**src/rtl/osa_pkg.sv**
```systemverilog
// Shared types and constants of the int16 operand stack ALU.
package osa_pkg;

    localparam int DEFAULT_STACK_DEPTH = 16;
    localparam int DATA_W  = 16;
    localparam int MODE_W  = 4;
    localparam int STAT_W  = 2;
    localparam int DEPTH_W = 5;

    typedef enum logic [MODE_W-1:0] {
        MODE_PUSH   = 4'd0,
        MODE_DUP    = 4'd1,
        MODE_OVER   = 4'd2,
        MODE_INVERT = 4'd3,
        MODE_ADD    = 4'd4,
        MODE_SUB    = 4'd5,
        MODE_MUL    = 4'd6,
        MODE_DIV    = 4'd7,
        MODE_MOD    = 4'd8,
        MODE_POP    = 4'd9,
        MODE_POPT   = 4'd10
    } t_mode;

    typedef enum logic [STAT_W-1:0] {
        ST_OK    = 2'd0,
        ST_UNDER = 2'd1,
        ST_OVER  = 2'd2,
        ST_DIVZ  = 2'd3
    } t_status;

endpackage

```
**src/rtl/osa_in_if.sv**
```systemverilog
// Command channel: operation code and operand.
interface osa_in_if;
    import osa_pkg::*;

    logic                     valid;
    logic                     ready;
    logic [MODE_W-1:0]        mode;
    logic signed [DATA_W-1:0] value;

    modport source (output valid, mode, value, input ready);
    modport sink   (input valid, mode, value, output ready);
endinterface

```
**src/rtl/osa_out_if.sv**
```systemverilog
// Result channel: popped entry, loop flag, status and stack summary.
interface osa_out_if;
    import osa_pkg::*;

    logic                     valid;
    logic                     ready;
    logic signed [DATA_W-1:0] popped_value;
    logic                     popped_valid;
    logic                     loop_back;
    logic [STAT_W-1:0]        status;
    logic [DEPTH_W-1:0]       depth;
    logic signed [DATA_W-1:0] top_value;

    modport source (output valid, popped_value, popped_valid, loop_back, status, depth,
                    top_value, input ready);
    modport sink   (input valid, popped_value, popped_valid, loop_back, status, depth,
                    top_value, output ready);
endinterface

```
**src/rtl/int16_operand_stack_alu.sv**
```systemverilog
// Stack of signed 16-bit operands driven in reverse Polish order, one result per command.
//
// Operands live in a single-port-write, registered-read memory of STACK_DEPTH
// entries; the top entry is mirrored in a register. A command is read from
// the memory in its accept cycle and enters execution in the next. Push,
// dup, over, invert, add, sub, mul, pop and pop-test finish in execute;
// div and mod pass through execute, 16 steps of the shared radix-2
// restoring divider, and write-back. The result sits in an
// output register; a new command is accepted while it waits, and execution
// holds only if the previous result has not been taken. Arithmetic wraps to
// 16 bits, division truncates toward zero. Underflow, overflow and divide by
// zero are reported in status and leave the stack unchanged. No clearing
// pass: entries above the depth are never read.
module int16_operand_stack_alu #(
    parameter int STACK_DEPTH = osa_pkg::DEFAULT_STACK_DEPTH
) (
    input  logic        i_clk,
    input  logic        i_rst_n,
    osa_in_if.sink      i_cmd,
    osa_out_if.source   o_res
);
    import osa_pkg::*;

    localparam int IW = (STACK_DEPTH > 1) ? $clog2(STACK_DEPTH) : 1;
    localparam int CW = $clog2(STACK_DEPTH + 1);
    localparam int DIV_STEPS = DATA_W;
    localparam int DCW = $clog2(DIV_STEPS);

    typedef enum logic [3:0] {
        S_IDLE = 4'b0001,
        S_EXEC = 4'b0010,
        S_DIV  = 4'b0100,
        S_WB   = 4'b1000
    } t_state;

    t_state                r_state, n_state;
    logic [MODE_W-1:0]     r_mode;
    logic [DATA_W-1:0]     r_value;
    logic [CW-1:0]         r_count, n_count;
    logic [DATA_W-1:0]     r_tos, n_tos;
    logic [DATA_W-1:0]     r_rd;
    logic [DATA_W-1:0]     mem [STACK_DEPTH];

    logic                  r_out_valid;
    logic [DATA_W-1:0]     r_popped, n_popped;
    logic                  r_pvalid, n_pvalid;
    logic                  r_loop, n_loop;
    logic [STAT_W-1:0]     r_status, n_status;
    logic [DEPTH_W-1:0]    r_depth;
    logic [DATA_W-1:0]     r_top;

    logic [DATA_W-1:0]     r_quo;
    logic [DATA_W:0]       r_rem;
    logic [DATA_W-1:0]     r_dvs;
    logic [DCW-1:0]        r_dcnt;
    logic                  r_neg_q, r_neg_r;

    logic                  accept, out_free, load_out, go_div;
    logic                  wr_en;
    logic [IW-1:0]         wr_addr, rd_addr;
    logic [DATA_W-1:0]     wr_data;
    logic [CW-1:0]         cnt_m1, cnt_m2;
    logic                  full, lt1, lt2;
    logic [DATA_W-1:0]     opa, opb, arith;
    logic [2*DATA_W-1:0]   prod;
    logic [DATA_W:0]       rem_sh, diff;
    logic [DATA_W-1:0]     div_res, q_fix, r_fix;

    assign accept   = i_cmd.valid && i_cmd.ready;
    assign out_free = !r_out_valid || o_res.ready;
    assign i_cmd.ready = (r_state == S_IDLE);

    assign cnt_m1 = r_count - CW'(1);
    assign cnt_m2 = r_count - CW'(2);
    assign full   = (r_count == CW'(STACK_DEPTH));
    assign lt1    = (r_count == '0);
    assign lt2    = (r_count < CW'(2));
    assign rd_addr = cnt_m2[IW-1:0];

    assign opa  = r_rd;
    assign opb  = r_tos;
    assign prod = opa * opb;

    assign q_fix   = r_neg_q ? (~r_quo + DATA_W'(1)) : r_quo;
    assign r_fix   = r_neg_r ? (~r_rem[DATA_W-1:0] + DATA_W'(1)) : r_rem[DATA_W-1:0];
    assign div_res = (r_mode == MODE_MOD) ? r_fix : q_fix;

    assign rem_sh = {r_rem[DATA_W-1:0], r_quo[DATA_W-1]};
    assign diff   = rem_sh - {1'b0, r_dvs};

    always_comb begin
        n_state  = r_state;
        n_count  = r_count;
        n_tos    = r_tos;
        n_popped = '0;
        n_pvalid = 1'b0;
        n_loop   = 1'b0;
        n_status = ST_OK;
        wr_en    = 1'b0;
        wr_addr  = r_count[IW-1:0];
        wr_data  = r_value;
        load_out = 1'b0;
        go_div   = 1'b0;
        arith    = '0;
        unique case (r_state)
            S_IDLE: begin
                if (accept) begin
                    n_state = S_EXEC;
                end
            end
            S_EXEC: begin
                if (out_free) begin
                    load_out = 1'b1;
                    n_state  = S_IDLE;
                    unique case (r_mode)
                        MODE_PUSH: begin
                            if (full) begin
                                n_status = ST_OVER;
                            end else begin
                                wr_en   = 1'b1;
                                wr_data = r_value;
                                n_tos   = r_value;
                                n_count = r_count + CW'(1);
                            end
                        end
                        MODE_DUP: begin
                            if (lt1) begin
                                n_status = ST_UNDER;
                            end else if (full) begin
                                n_status = ST_OVER;
                            end else begin
                                wr_en   = 1'b1;
                                wr_data = r_tos;
                                n_count = r_count + CW'(1);
                            end
                        end
                        MODE_OVER: begin
                            if (lt2) begin
                                n_status = ST_UNDER;
                            end else if (full) begin
                                n_status = ST_OVER;
                            end else begin
                                wr_en   = 1'b1;
                                wr_data = opa;
                                n_tos   = opa;
                                n_count = r_count + CW'(1);
                            end
                        end
                        MODE_INVERT: begin
                            if (lt1) begin
                                n_status = ST_UNDER;
                            end else begin
                                wr_en   = 1'b1;
                                wr_addr = cnt_m1[IW-1:0];
                                wr_data = ~r_tos;
                                n_tos   = ~r_tos;
                            end
                        end
                        MODE_ADD, MODE_SUB, MODE_MUL: begin
                            if (lt2) begin
                                n_status = ST_UNDER;
                            end else begin
                                priority case (r_mode)
                                    MODE_ADD: arith = opa + opb;
                                    MODE_SUB: arith = opa - opb;
                                    default:  arith = prod[DATA_W-1:0];
                                endcase
                                wr_en   = 1'b1;
                                wr_addr = cnt_m2[IW-1:0];
                                wr_data = arith;
                                n_tos   = arith;
                                n_count = cnt_m1;
                            end
                        end
                        MODE_DIV, MODE_MOD: begin
                            if (lt2) begin
                                n_status = ST_UNDER;
                            end else if (opb == '0) begin
                                n_status = ST_DIVZ;
                            end else begin
                                load_out = 1'b0;
                                go_div   = 1'b1;
                                n_state  = S_DIV;
                            end
                        end
                        MODE_POP, MODE_POPT: begin
                            if (lt1) begin
                                n_status = ST_UNDER;
                                n_loop   = (r_mode == MODE_POPT);
                            end else begin
                                n_popped = r_tos;
                                n_pvalid = 1'b1;
                                n_loop   = (r_mode == MODE_POPT) && (r_tos == '0);
                                n_count  = cnt_m1;
                                n_tos    = lt2 ? '0 : opa;
                            end
                        end
                        default: begin
                        end
                    endcase
                end
            end
            S_DIV: begin
                if (r_dcnt == DCW'(DIV_STEPS - 1)) begin
                    n_state = S_WB;
                end
            end
            S_WB: begin
                if (out_free) begin
                    load_out = 1'b1;
                    n_state  = S_IDLE;
                    wr_en    = 1'b1;
                    wr_addr  = cnt_m2[IW-1:0];
                    wr_data  = div_res;
                    n_tos    = div_res;
                    n_count  = cnt_m1;
                end
            end
            default: begin
                n_state = S_IDLE;
            end
        endcase
    end

    always_ff @(posedge i_clk) begin
        if (wr_en) begin
            mem[wr_addr] <= wr_data;
        end
        r_rd <= mem[rd_addr];
    end

    always_ff @(posedge i_clk) begin
        if (!i_rst_n) begin
            r_state     <= S_IDLE;
            r_count     <= '0;
            r_out_valid <= 1'b0;
        end else begin
            r_state <= n_state;
            r_count <= n_count;
            if (load_out) begin
                r_out_valid <= 1'b1;
            end else if (o_res.ready) begin
                r_out_valid <= 1'b0;
            end
        end
    end

    always_ff @(posedge i_clk) begin
        if (accept) begin
            r_mode  <= i_cmd.mode;
            r_value <= i_cmd.value;
        end
        r_tos <= n_tos;
        if (load_out) begin
            r_popped <= n_popped;
            r_pvalid <= n_pvalid;
            r_loop   <= n_loop;
            r_status <= n_status;
            r_depth  <= DEPTH_W'(n_count);
            r_top    <= (n_count != '0) ? n_tos : '0;
        end
        if (go_div) begin
            r_quo   <= opa[DATA_W-1] ? (~opa + DATA_W'(1)) : opa;
            r_dvs   <= opb[DATA_W-1] ? (~opb + DATA_W'(1)) : opb;
            r_rem   <= '0;
            r_dcnt  <= '0;
            r_neg_q <= opa[DATA_W-1] ^ opb[DATA_W-1];
            r_neg_r <= opa[DATA_W-1];
        end else if (r_state == S_DIV) begin
            r_dcnt <= r_dcnt + DCW'(1);
            if (!diff[DATA_W]) begin
                r_rem <= diff;
                r_quo <= {r_quo[DATA_W-2:0], 1'b1};
            end else begin
                r_rem <= rem_sh;
                r_quo <= {r_quo[DATA_W-2:0], 1'b0};
            end
        end
    end

    assign o_res.valid        = r_out_valid;
    assign o_res.popped_value = r_popped;
    assign o_res.popped_valid = r_pvalid;
    assign o_res.loop_back    = r_loop;
    assign o_res.status       = r_status;
    assign o_res.depth        = r_depth;
    assign o_res.top_value    = r_top;

    a_count_range: assert property (@(posedge i_clk) disable iff (!i_rst_n)
        r_count <= CW'(STACK_DEPTH))
        else $error("stack count beyond depth");

    a_accept_exec: assert property (@(posedge i_clk) disable iff (!i_rst_n)
        accept |=> (r_state == S_EXEC))
        else $error("accepted command not executed next cycle");

    a_div_done: assert property (@(posedge i_clk) disable iff (!i_rst_n)
        (r_state == S_DIV) && (r_dcnt == DCW'(DIV_STEPS - 1)) |=> (r_state == S_WB))
        else $error("divider did not finish on time");

    a_write_state: assert property (@(posedge i_clk) disable iff (!i_rst_n)
        wr_en |-> ((r_state == S_EXEC) || (r_state == S_WB)) && out_free)
        else $error("memory write outside execute or write-back");

    a_fault_keeps: assert property (@(posedge i_clk) disable iff (!i_rst_n)
        load_out && (n_status != ST_OK) |-> !wr_en && (n_count == r_count))
        else $error("faulting command changed the stack");

endmodule

```
**src/flat_wrapper.sv**
```systemverilog
// flat-port wrapper written by rule: the top's interface ports become plain ports
module int16_operand_stack_alu_flat import osa_pkg::*;
#(
    parameter int STACK_DEPTH = osa_pkg::DEFAULT_STACK_DEPTH
)
  (i_clk, i_rst_n, i_cmd_valid, i_cmd_mode, i_cmd_value, i_cmd_ready, o_res_valid, o_res_popped_value, o_res_popped_valid, o_res_loop_back, o_res_status, o_res_depth, o_res_top_value, o_res_ready);
  osa_in_if i_cmd_i ();
  osa_out_if o_res_i ();
  input  logic i_clk;
  input  logic i_rst_n;
  input wire logic [$bits(i_cmd_i.valid)-1:0] i_cmd_valid;
  input wire logic [$bits(i_cmd_i.mode)-1:0] i_cmd_mode;
  input wire logic [$bits(i_cmd_i.value)-1:0] i_cmd_value;
  output wire logic [$bits(i_cmd_i.ready)-1:0] i_cmd_ready;
  output wire logic [$bits(o_res_i.valid)-1:0] o_res_valid;
  output wire logic [$bits(o_res_i.popped_value)-1:0] o_res_popped_value;
  output wire logic [$bits(o_res_i.popped_valid)-1:0] o_res_popped_valid;
  output wire logic [$bits(o_res_i.loop_back)-1:0] o_res_loop_back;
  output wire logic [$bits(o_res_i.status)-1:0] o_res_status;
  output wire logic [$bits(o_res_i.depth)-1:0] o_res_depth;
  output wire logic [$bits(o_res_i.top_value)-1:0] o_res_top_value;
  input wire logic [$bits(o_res_i.ready)-1:0] o_res_ready;
  assign i_cmd_i.valid = i_cmd_valid;
  assign i_cmd_i.mode = i_cmd_mode;
  assign i_cmd_i.value = i_cmd_value;
  assign i_cmd_ready = i_cmd_i.ready;
  assign o_res_valid = o_res_i.valid;
  assign o_res_popped_value = o_res_i.popped_value;
  assign o_res_popped_valid = o_res_i.popped_valid;
  assign o_res_loop_back = o_res_i.loop_back;
  assign o_res_status = o_res_i.status;
  assign o_res_depth = o_res_i.depth;
  assign o_res_top_value = o_res_i.top_value;
  assign o_res_i.ready = o_res_ready;
  int16_operand_stack_alu #(.STACK_DEPTH(STACK_DEPTH)) u_core (.i_clk(i_clk), .i_rst_n(i_rst_n), .i_cmd(i_cmd_i), .o_res(o_res_i));
endmodule
```
**config.mk**
```make
export PLATFORM = sky130hd
export DESIGN_NAME = int16_operand_stack_alu_flat
export DESIGN_NICKNAME = d
export VERILOG_FILES = /design/src/rtl/osa_pkg.sv /design/src/rtl/osa_in_if.sv /design/src/rtl/osa_out_if.sv /design/src/rtl/int16_operand_stack_alu.sv /design/src/flat_wrapper.sv
export SDC_FILE = /design/constraint.sdc
export NUM_CORES = 1
export LEC_CHECK = 0
export BUFFER_PORTS_ARGS = -buffer_cell sky130_fd_sc_hd__buf_2
export CAP_MARGIN = 20
export CORE_ASPECT_RATIO = 0.5
export CORE_MARGIN = 2
export CORE_UTILIZATION = 38
export DETAILED_ROUTE_END_ITERATION = 10
export PLACE_DENSITY_LB_ADDON = 0.3
export SYNTH_ARGS = -nofsm -noshare
export SYNTH_HDL_FRONTEND = slang
export SYNTH_SLANG_ARGS = --single-unit
```
**constraint.sdc**
```tcl
create_clock -name i_clk -period 15.64 [get_ports i_clk]
set_clock_uncertainty 0.1 [all_clocks]
set_input_delay 0 -clock i_clk [delete_from_list [all_inputs] [get_ports i_clk]]
set_output_delay 0 -clock i_clk [all_outputs]
set_load 0.05 [all_outputs]
```
==> reports/metrics.yaml <==
synthesis:
  ys.flop_type: "edfxtp_1"
  synth_area_mm2: 0.0260
  ys_seq_elements: 413
  yosys_warnings: 0
  synth_edf_count: 351
  seq_area_frac_synth_pct: 45.4
  ys_types: 93
  syn_avg_cell_area_um2: 10.8
  syn-instance-count: 2396
  ys_async_sr_fraction_pct: 0
  syn_nets: 2593
setup_path:
  cp-start-kind: "register"
  r2r_start: "u_core.opa[9]"
  path_class: "reg2reg"
  arrival_ns: 7.60
  required_ns: 15.77
  startpoint: "u_core.opa[9]"
  critPathCaptureType: "register"
  cp_max_fo: 16
  timing.reg2reg.setup_slack_ns: 8.17
placed_design:
  port_buffers: 66
  hpwl_um: 54900
  gp_congestion: 0.948
  pre_cts_slack_ns: 8.30
layout:
  num_antenna_cells: 0
  multi_input_area_mm2: 0.0131
  syn2layout_area_growth_pct: 12.1
  num-nets-final: 2645
  regArea_mm2: 0.0118
  n_fill_cell: 6288
  drive_above_1_share_pct: 14.4
route:
  vias: 19600
  totalWireLength_um: 81500
  routed_via_density: 5.81
  detail-route-antenna-nets: 0
  route.detailed.drc: 0
  wl_per_cell_um: 24.1
  drtIter0Drc: 2413
  first_pass_iters: 7
clocking:
  htreeDepth: 2
  root_buffer: "clkbuf_16"
  cts.sinks: 413
  cts.clk_slew.worst_paths_ns: 0.09
  clock_path_buffers: 3
  cts_tree: "built"
  clkLatencyLatePin_ns: 0.63
  cts_buffers: 41
  ctsResizeCount: 0
global_routing:
  first_global_vias: 18700
  grt.total_usage_pct: 22.8
  grt_max_degree: 70
  grt_pass1_wl_um: 122000
  antenna_found_initial: 2
  grt_overflow: 0
pwr:
  p_comb_share_pct: 52.6
  sw_frac_of_total_pct: 42.7
  power_frac_seq_pct: 27.4
  power_density_mw_per_mm2: 175
  power_switching_mw: 2.18
  intPower_mw: 2.92
  max-vdd-ir-drop_v: 0.000166
  pwr-share-clk_pct: 20.0
  p_leak_nw: 10.7
timing:
  finalSetupTns_ns: 0
  hold_viol_final: 0
  worstMarginPinSlew_ns: 1.22
  max_clock_freq_mhz: 134
  setup_ws_ns: 8.17
  maxSlewHeadroom_pct: 18.3
  min_period_ns: 7.47
  rsz0062_at_grt: "no"
  min_period_over_period_pct: 47.8
  finalHoldWorstSlack_ns: 0.0347
  slew_viol_final: 0
  setup_violations: 0
floorplan:
  design.core.area_mm2: 0.0672
  io-pin-count: 67
  dieArea_mm2: 0.0705
  die_y_um: 189
  die_w_um: 374
  initial_core_util_pct: 38.6
  core.rowCount: 67
run_status:
  run_status: "finished clean"
hold_path:
  hp-start: "i_cmd_value[0]"
  hold_class: "in2reg"
flow_run:
  drv_cap: 0
-- synth_stat cells (all sizes together) (9+ instances only) --
cell,instances,area [µm²]
o21a,20,150
o211ai,21,163
nor4,9,62.6
nor2,156,596
nor2b,16,100
a211oi,12,95.1
nand3,24,120
a221oi,12,105
o31ai,17,138
xor2,55,482
mux4,80,1800
edfxtp,351,10500
xnor2,73,639
nand2b,19,119
o221ai,12,105
mux2i,28,280
a31oi,29,181
a2111oi,12,111
nor3,45,230
o21bai,9,67.6
clkbuf,112,420
a21oi,151,771
fa,82,1640
ha,91,1140
nand2,273,1020
dfxtp,62,1240
a221o,9,90.1
o21ai,121,606
buf,45,210
inv,164,616
a21o,17,128
and2,108,676
or3,18,113
o22ai,22,138
-- routing by layer --
metal	up-vias	share of wire [%]	wire, µm	GRT usage (%)
met5	-	0	0	0
met4	0	3.2	2610	6.68
met3	164	9.5	7750	3.64
met2	991	43	35100	34.7
met1	9710	44	36000	33.7
li1	8765	-	-	-
-- logic make-up after synthesis --
group,share of synthesized area (%)
adder cells (fa/ha/maj),10.7
AO/OA/AOI/OAI,13.0
AND/OR/NAND/NOR,13.6
flip-flops,45.4
buffers and inverters,4.83
XOR/XNOR,4.41
multiplexers,8.11
-- area by class of cell --
class	instances	area share [%]
Clock inverter	28	1.02
Clock buffer	48	3.62
Timing Repair Buffer	166	3.94
Tap cell	897	3.86
Multi-Input combinational cell	1660	44.9
Inverter	166	2.14
Sequential cell	413	40.5
-- path summary, 6_finish.rpt --
check,end,cells after the start
worst max-delay path,u_core.mem[1][15],19
worst min-delay path,u_core.r_value[0],2
worst max register to register,u_core.mem[1][15],19
worst min register to register,u_core.r_dcnt[1],2
-- per-stage QoR --
stage	std cells	utilization [%]	total power, mW	cell area, µm²
after floorplan	2396	-	3.28	26000
after global placement	3276	40.9	4.03	27500
after detailed placement	3277	40.9	4.02	27500
after CTS	3377	43.2	5.07	29100
after global routing	3378	43.3	5.45	29100
final	3378	43.3	5.09	29100
-- placed cells by master (no fill, tap or decap), types with 11 or more instances in the layout --
master,n
or3_1,18
a21o_1,17
xnor2_1,72
o31ai_1,15
o211ai_1,20
nor2_1,136
nand2_1,273
nor3_1,41
a31oi_1,29
ha_1,91
o22ai_1,22
and2_1,108
a21oi_1,148
nand2b_1,19
a221oi_1,12
nor2_2,17
fa_1,82
xor2_1,54
o221ai_1,12
buf_2,66
buf_4,75
nand3_1,24
mux2i_1,28
clkbuf_16,41
dfxtp_1,60
a211oi_1,11
mux4_2,80
dlygate4sd3_1,24
edfxtp_1,351
o21a_1,20
inv_1,164
o21ai_0,115
nor2b_1,16
-- critical path, cell delays in order (launching register included) --
cell	delay [ns]
dfxtp_1	0.86
nand2_1	0.18
fa_1	0.55
fa_1	0.47
fa_1	0.53
fa_1	0.55
inv_1	0.05
fa_1	0.48
inv_1	0.05
fa_1	0.56
inv_1	0.07
ha_1	0.36
a21o_1	0.25
a31o_2	0.22
a2111oi_0	0.38
a21oi_1	0.14
xnor2_1	0.19
and2_1	0.19
nor3_1	0.07
o221ai_1	0.83
-- power groups by stage --
stage / clock network [mW] / logic, mW / registers (mW)
after floorplan: 0 / 1.90 / 1.38
after global placement: 0 / 2.62 / 1.42
after detailed placement: 0 / 2.61 / 1.42
after CTS: 1.04 / 2.64 / 1.39
after global routing: 1.07 / 2.97 / 1.41
final: 1.02 / 2.68 / 1.40
-- sequential cells by signal (all words and copies together), names as in the netlist, 2 cells and up --
| register | flops |
|---|---|
| u_core.r_value | 16 |
| u_core.r_dvs | 16 |
| u_core.o_res.status | 2 |
| u_core.r_count | 5 |
| u_core.o_res.depth | 5 |
| u_core.o_res.popped_value | 16 |
| u_core.mem | 256 |
| u_core.opa | 16 |
| u_core.r_rem | 16 |
| u_core.r_quo | 16 |
| u_core.r_dcnt | 4 |
| u_core.opb | 16 |
| u_core.r_mode | 4 |
| u_core.o_res.top_value | 16 |
| u_core.r_state | 4 |
-- repair_timing --
item / CTS / global route
endpoints found under the hold margin: 31 / 0
buffers inserted: 0 / 0
hold buffers: 24 / 0
Power figures use the tool's default switching activity.
